==> config.mk <==
export PLATFORM = sky130hd
export DESIGN_NAME = bracket_balance_checker_unit
export DESIGN_NICKNAME = d
export VERILOG_FILES = /design/src/hdl/bbc_pkg.sv /design/src/hdl/bracket_balance_checker_unit.sv
export SDC_FILE = /design/constraint.sdc
export NUM_CORES = 1
export LEC_CHECK = 0
export CAP_MARGIN = 20
export CORE_MARGIN = 3
export CORE_UTILIZATION = 55
export DETAILED_ROUTE_END_ITERATION = 16
export DONT_BUFFER_PORTS = 1
export PLACE_DENSITY_LB_ADDON = 0.2
export REMOVE_ABC_BUFFERS = 1
export SYNTH_ARGS = -nofsm -noshare
export SYNTH_HDL_FRONTEND = slang
export SYNTH_SLANG_ARGS = --single-unit
export TNS_END_PERCENT = 20
==> constraint.sdc <==
create_clock -name aclk -period 6.3 [get_ports aclk]
set_clock_uncertainty 0.05 [all_clocks]
set_input_delay 1.26 -clock aclk [delete_from_list [all_inputs] [get_ports aclk]]
set_output_delay 1.26 -clock aclk [all_outputs]
set_load 0.05 [all_outputs]
==> src/hdl/bbc_pkg.sv <==
// Package for the bracket balance checker: transaction payload types,
// status codes, bracket type codes and character constants.
// No dependencies.
package bbc_pkg;

    localparam int ErrPosWidth = 16;

    typedef logic [1:0] status_t;
    typedef logic [1:0] bracket_t;

    localparam status_t ST_OK        = 2'd0;
    localparam status_t ST_BAD_CLOSE = 2'd1;
    localparam status_t ST_UNCLOSED  = 2'd2;
    localparam status_t ST_OVERFLOW  = 2'd3;

    localparam bracket_t BR_ROUND  = 2'd0;
    localparam bracket_t BR_CURLY  = 2'd1;
    localparam bracket_t BR_SQUARE = 2'd2;

    localparam logic [7:0] CH_ROUND_OPEN   = 8'h28;  // (
    localparam logic [7:0] CH_ROUND_CLOSE  = 8'h29;  // )
    localparam logic [7:0] CH_CURLY_OPEN   = 8'h7B;  // {
    localparam logic [7:0] CH_CURLY_CLOSE  = 8'h7D;  // }
    localparam logic [7:0] CH_SQUARE_OPEN  = 8'h5B;  // [
    localparam logic [7:0] CH_SQUARE_CLOSE = 8'h5D;  // ]

    typedef struct packed {
        logic [7:0] char_code;
        logic       last;
    } in_item_t;

    typedef struct packed {
        status_t                status;
        logic [ErrPosWidth-1:0] error_position;
        bracket_t               open_type;
    } out_item_t;

endpackage

==> src/hdl/bracket_balance_checker_unit.sv <==
// Bracket balance checker: one character per cycle when ready, one result per expression.
// The result of an expression is registered as its last character is taken.
// The stack top is kept in a register and the entry below it is prefetched from the stack
// memory every cycle, so a push or pop never waits; s_ready falls while the skid is full.
// A result register plus a skid register let input continue while a result is stalled.
// Reset (aresetn low, synchronous) clears the counters, error state and handshake; the
// stack memory is not cleared, since only entries below the count are ever read.
module bracket_balance_checker_unit #(
    parameter int STACK_DEPTH   = 64,
    parameter int POSITION_BITS = 16
) (
    input  logic               aclk,
    input  logic               aresetn,
    input  logic               s_valid,
    output logic               s_ready,
    input  bbc_pkg::in_item_t  s_data,
    output logic               m_valid,
    input  logic               m_ready,
    output bbc_pkg::out_item_t m_data
);
    import bbc_pkg::*;

    localparam int CountWidth = $clog2(STACK_DEPTH + 1);
    localparam int AddrWidth  = (STACK_DEPTH > 1) ? $clog2(STACK_DEPTH) : 1;

    bracket_t stack_mem [STACK_DEPTH];

    logic [CountWidth-1:0]    count_reg, count_next;
    logic [POSITION_BITS-1:0] pos_reg, pos_next;
    logic [POSITION_BITS-1:0] err_idx_reg, err_idx_next;
    status_t                  err_reg, err_next;
    bracket_t                 top_reg, top_next;
    bracket_t                 below_reg;

    logic                 push_en, pop_en;
    logic [AddrWidth-1:0] wr_addr, rd_addr;
    logic                 is_open, is_close;
    bracket_t             open_kind, close_kind;
    logic                 accept;

    out_item_t            res;
    logic                 res_valid;
    logic [ErrPosWidth-1:0] err_pos_ext;

    out_item_t out_reg, skid_reg;
    logic      out_valid_reg, skid_valid_reg;

    assign accept  = s_valid && s_ready;
    assign s_ready = !skid_valid_reg;
    assign m_valid = out_valid_reg;
    assign m_data  = out_reg;

    always_comb begin
        is_open   = 1'b1;
        open_kind = BR_ROUND;
        unique case (s_data.char_code)
            CH_ROUND_OPEN:  open_kind = BR_ROUND;
            CH_CURLY_OPEN:  open_kind = BR_CURLY;
            CH_SQUARE_OPEN: open_kind = BR_SQUARE;
            default:        is_open = 1'b0;
        endcase
        is_close   = 1'b1;
        close_kind = BR_ROUND;
        unique case (s_data.char_code)
            CH_ROUND_CLOSE:  close_kind = BR_ROUND;
            CH_CURLY_CLOSE:  close_kind = BR_CURLY;
            CH_SQUARE_CLOSE: close_kind = BR_SQUARE;
            default:         is_close = 1'b0;
        endcase
    end

    always_comb begin
        count_next   = count_reg;
        pos_next     = pos_reg;
        err_idx_next = err_idx_reg;
        err_next     = err_reg;
        push_en      = 1'b0;
        pop_en       = 1'b0;
        if (accept && err_reg == ST_OK) begin
            if (is_open) begin
                if (count_reg >= CountWidth'(STACK_DEPTH)) begin
                    err_next     = ST_OVERFLOW;
                    err_idx_next = pos_reg;
                end else begin
                    push_en = 1'b1;
                end
            end else if (is_close) begin
                if (count_reg == '0 || top_reg != close_kind) begin
                    err_next     = ST_BAD_CLOSE;
                    err_idx_next = pos_reg;
                end else begin
                    pop_en = 1'b1;
                end
            end
            // The position sticks at its all-ones value.
            if (pos_reg != '1) begin
                pos_next = pos_reg + 1'b1;
            end
        end
        if (push_en) begin
            count_next = count_reg + 1'b1;
        end else if (pop_en) begin
            count_next = count_reg - 1'b1;
        end
    end

    always_comb begin
        if (push_en) begin
            top_next = open_kind;
        end else if (pop_en) begin
            top_next = below_reg;
        end else begin
            top_next = top_reg;
        end
    end

    generate
        if (POSITION_BITS >= ErrPosWidth) begin : g_pos_trunc
            assign err_pos_ext = err_idx_next[ErrPosWidth-1:0];
        end else begin : g_pos_ext
            assign err_pos_ext = {{(ErrPosWidth - POSITION_BITS){1'b0}}, err_idx_next};
        end
    endgenerate

    always_comb begin
        res_valid = accept && s_data.last;
        res.status         = ST_OK;
        res.error_position = '0;
        res.open_type      = BR_ROUND;
        if (err_next != ST_OK) begin
            res.status         = err_next;
            res.error_position = err_pos_ext;
        end else if (count_next != '0) begin
            res.status    = ST_UNCLOSED;
            res.open_type = top_next;
        end
    end

    // Keep the entry just below the new top prefetched; the push writes the
    // slot above the current top, so it never collides with this read.
    assign wr_addr = count_reg[AddrWidth-1:0];
    assign rd_addr = (count_next >= CountWidth'(2))
                   ? AddrWidth'(count_next - CountWidth'(2)) : '0;

    always_ff @(posedge aclk) begin
        if (push_en) begin
            stack_mem[wr_addr] <= open_kind;
        end
        below_reg <= stack_mem[rd_addr];
        top_reg   <= top_next;
    end

    always_ff @(posedge aclk) begin
        if (!aresetn) begin
            count_reg   <= '0;
            pos_reg     <= '0;
            err_idx_reg <= '0;
            err_reg     <= ST_OK;
        end else if (res_valid) begin
            count_reg   <= '0;
            pos_reg     <= '0;
            err_idx_reg <= '0;
            err_reg     <= ST_OK;
        end else begin
            count_reg   <= count_next;
            pos_reg     <= pos_next;
            err_idx_reg <= err_idx_next;
            err_reg     <= err_next;
        end
    end

    always_ff @(posedge aclk) begin
        if (!aresetn) begin
            out_valid_reg  <= 1'b0;
            skid_valid_reg <= 1'b0;
        end else if (!out_valid_reg || m_ready) begin
            if (skid_valid_reg) begin
                out_reg        <= skid_reg;
                out_valid_reg  <= 1'b1;
                skid_valid_reg <= 1'b0;
            end else begin
                out_reg       <= res;
                out_valid_reg <= res_valid;
            end
        end else if (res_valid) begin
            skid_reg       <= res;
            skid_valid_reg <= 1'b1;
        end
    end

endmodule
==> qor.yml <==
firstDrtPassIters: 8
via_count: 6827
fmax_mhz: 185
grt_util_met2_pct: 35.9
core-area_sq_um: 16900
grt_max_degree: 66
io-pin-count: 35
clock_insertion_delay_worst_skew_ns: 0.50
power.density_cell_area_nw_per_um2: 273
worstMarginPinSlew_ns: 1.04
wire_length_of_the_first_global_routing_pass_um: 37000
post_cts_resized: 0
async_reset_ff_share_pct: 0
fin_setup_tns_ns: 0
post_route_cells_drive_above_1_share_pct: 10.3
cts_sinks: 215
grt_use_met3_pct: 3.62
layout_min_cycle_time_ns: 5.40
final_number_of_hold_violating_endpoints: 0
cp-startpoint: "count_reg[0]"
postSynthRegisterBits: 215
timing.max_slew.rel_slack_pct: 30.4
globalRouteOverflowTotal: 0
ys_seq_area_share_pct: 61.9
crit_path_max_fanout: 13
cp.required_ns: 6.59
hold_ws_ns: 0.457
p_total_mw: 2.88
synth_edf_count: 168
areaGrowthSynthToFinish_pct: 9.27
grt.met1_usage_pct: 37.1
die_height_um: 139
drv.max_cap_violation_count: 0
vias_per_cell: 6.48
crit_arrival_ns: 5.70
synth.top_cells.by_area: "edfxtp_1 52%, dfxtp_1 9.7%, nor2_1 5.6%, mux2i_1 3.6%, nand2_1 2.8%"
class_of_the_tightest_hold_or_removal_check: "flop to flop"
synth_warnings: 0
layout.cells.most_common_list: "168 x edfxtp_1, 144 x nor2_1, 72 x nand2_1, 47 x dfxtp_1, 35 x mux2i_1"
yosysTopAreaCellShare_pct: 52.1
worst_ir_drop_vdd_mv: 0.251
hold_path.startpoint: "pos_reg[9]"
htreeDepth: 1
core.rowCount: 47
synth_cell_type_count: 86
worstSetupEndpointType: "flop"
number_of_buffers_inserted_during_clock_tree_synthesis: 22
grt_setup_unrepaired: "false"
setup_violations: 0
drt_iter0_drc: 898
cp-start-kind: "flop"
synthesis.area_sq_um: 9670
clock-root-buffer: "clkbuf_16"
finalMaxSlewViolations: 0
cts-root-to-sink-buffers: 3
dp.cells: 1012
final_cycle_share_pct: 85.8
place.gp.congestion: 0.951
first_global_vias: 6539
category_of_the_critical_setup_timing_path: "flop to flop"
post-route-drc-count: 0
num_antenna_cells: 0
gr-max-usage-layer: "met1"
run_status: "finished, final reports clean"
grt_util_all_layers_pct: 23.9
power.static_leakage_nw: 3.47
routed_wire_length_per_instance_um: 22.4
primary_ff_master_synth: "edfxtp_1"
path_clk_slew_ns: 0.06
initial_antenna_violation_count: 0
ant_nets: 0
synth_largest_area_cell: "edfxtp_1"
postCtsHoldBufs: 0
dieArea_sq_um: 19200
die-width_um: 139
dp_hpwl_um: 15300
initial_core_util_pct: 57.3
count_of_buffers_from_port_buffering: 0
drt-total-wl_um: 23600
nets: 834
largest_reg_flops: 128
postSynthCellCount: 821
syn_avg_cell_area_sq_um: 11.8
reg2reg_from: "count_reg[0]"
leading_cell_type_in_the_layout_fill_and_taps_excluded: "edfxtp_1"
setup_buffers_after_cts: 0
final_cells: 1053
cts_tree: "done"
## layout make-up
class	instances	area, sq um
multi-input combinational	548	3440
clock buffer	29	598
clock inverter	11	82.6
inverter	13	48.8
tap	220	275
fill	1301	6310
sequential	215	5990
timing repair buffer	17	140
## critical path, stage by stage (launching register included)
cell and delay (ns):
dfxtp_1 0.56, inv_1 0.23, ha_1 0.29, nor3b_1 0.17
and2_1 0.24, a31oi_1 0.43, a21oi_1 0.15, o32a_1 0.32
clkinv_1 0.11, ha_1 0.29, o21ai_1 0.26, o31ai_4 0.53
buf_4 0.31, buf_4 0.26, o221ai_2 0.13, and3_1 0.21
o311a_1 0.30, nor4_1 0.40
## layer usage
layer | vias up | share of wire (%)
li1 | 3087 | -
met1 | 3397 | 45
met2 | 310 | 45
met3 | 33 | 8.1
met4 | 0 | 1.6
met5 | - | 0
## where the power goes
group	total, mW	switching [mW]	internal (mW)
Combinational	0.0867	0.0590	0.0277
Sequential	1.56	0.0320	1.52
Clock	1.24	0.529	0.710
## cells in the mapped netlist (8+ instances only)
library cell	n
nand4_1	10
and3_1	10
nor3_1	11
a31oi_1	14
nor2_1	145
dfxtp_1	47
inv_1	12
nand2_1	72
edfxtp_1	168
or3_1	10
o221ai_1	12
o22ai_1	13
a21oi_1	28
nand3_1	19
mux2i_1	35
a211oi_1	8
xor2_1	9
mux2_2	8
o21ai_0	13
o31ai_1	20
clkbuf_1	21
buf_2	12
## cell families (layout without fill, tap and decap cells)
| kind of cell | after synthesis | after routing | share of synthesized area, % |
|---|---|---|---|
| flops | 215 | 215 | 61.9 |
| simple gates | 323 | 323 | 15.7 |
| xor+xnor | 14 | 14 | 1.42 |
| compound gates | 164 | 164 | 13.1 |
| buf+inv | 58 | 70 | 2.83 |
| fa+ha+maj | 4 | 4 | 0.517 |
| mux | 43 | 43 | 4.55 |
## final timing paths
check / to / slack, ns / depth (start not counted)
worst min-delay path: pos_reg[9] / 0.46 / 2
worst max-delay path: below_reg[1] / 0.90 / 17
worst max register to register: below_reg[1] / 0.90 / 17
worst min register to register: pos_reg[9] / 0.46 / 2
## through the flow
step | worst slack (ns) | util (%) | instance area (sq um)
floorplan | 0.854 | - | 9450
detailed placement | 0.570 | 58.5 | 9870
global placement | 0.679 | 58.5 | 9870
finish | 0.897 | 62.6 | 10600
CTS | 0.990 | 62.5 | 10600
global route | 0.610 | 62.6 | 10600
Note: power is estimated with default switching activity, not from simulation.
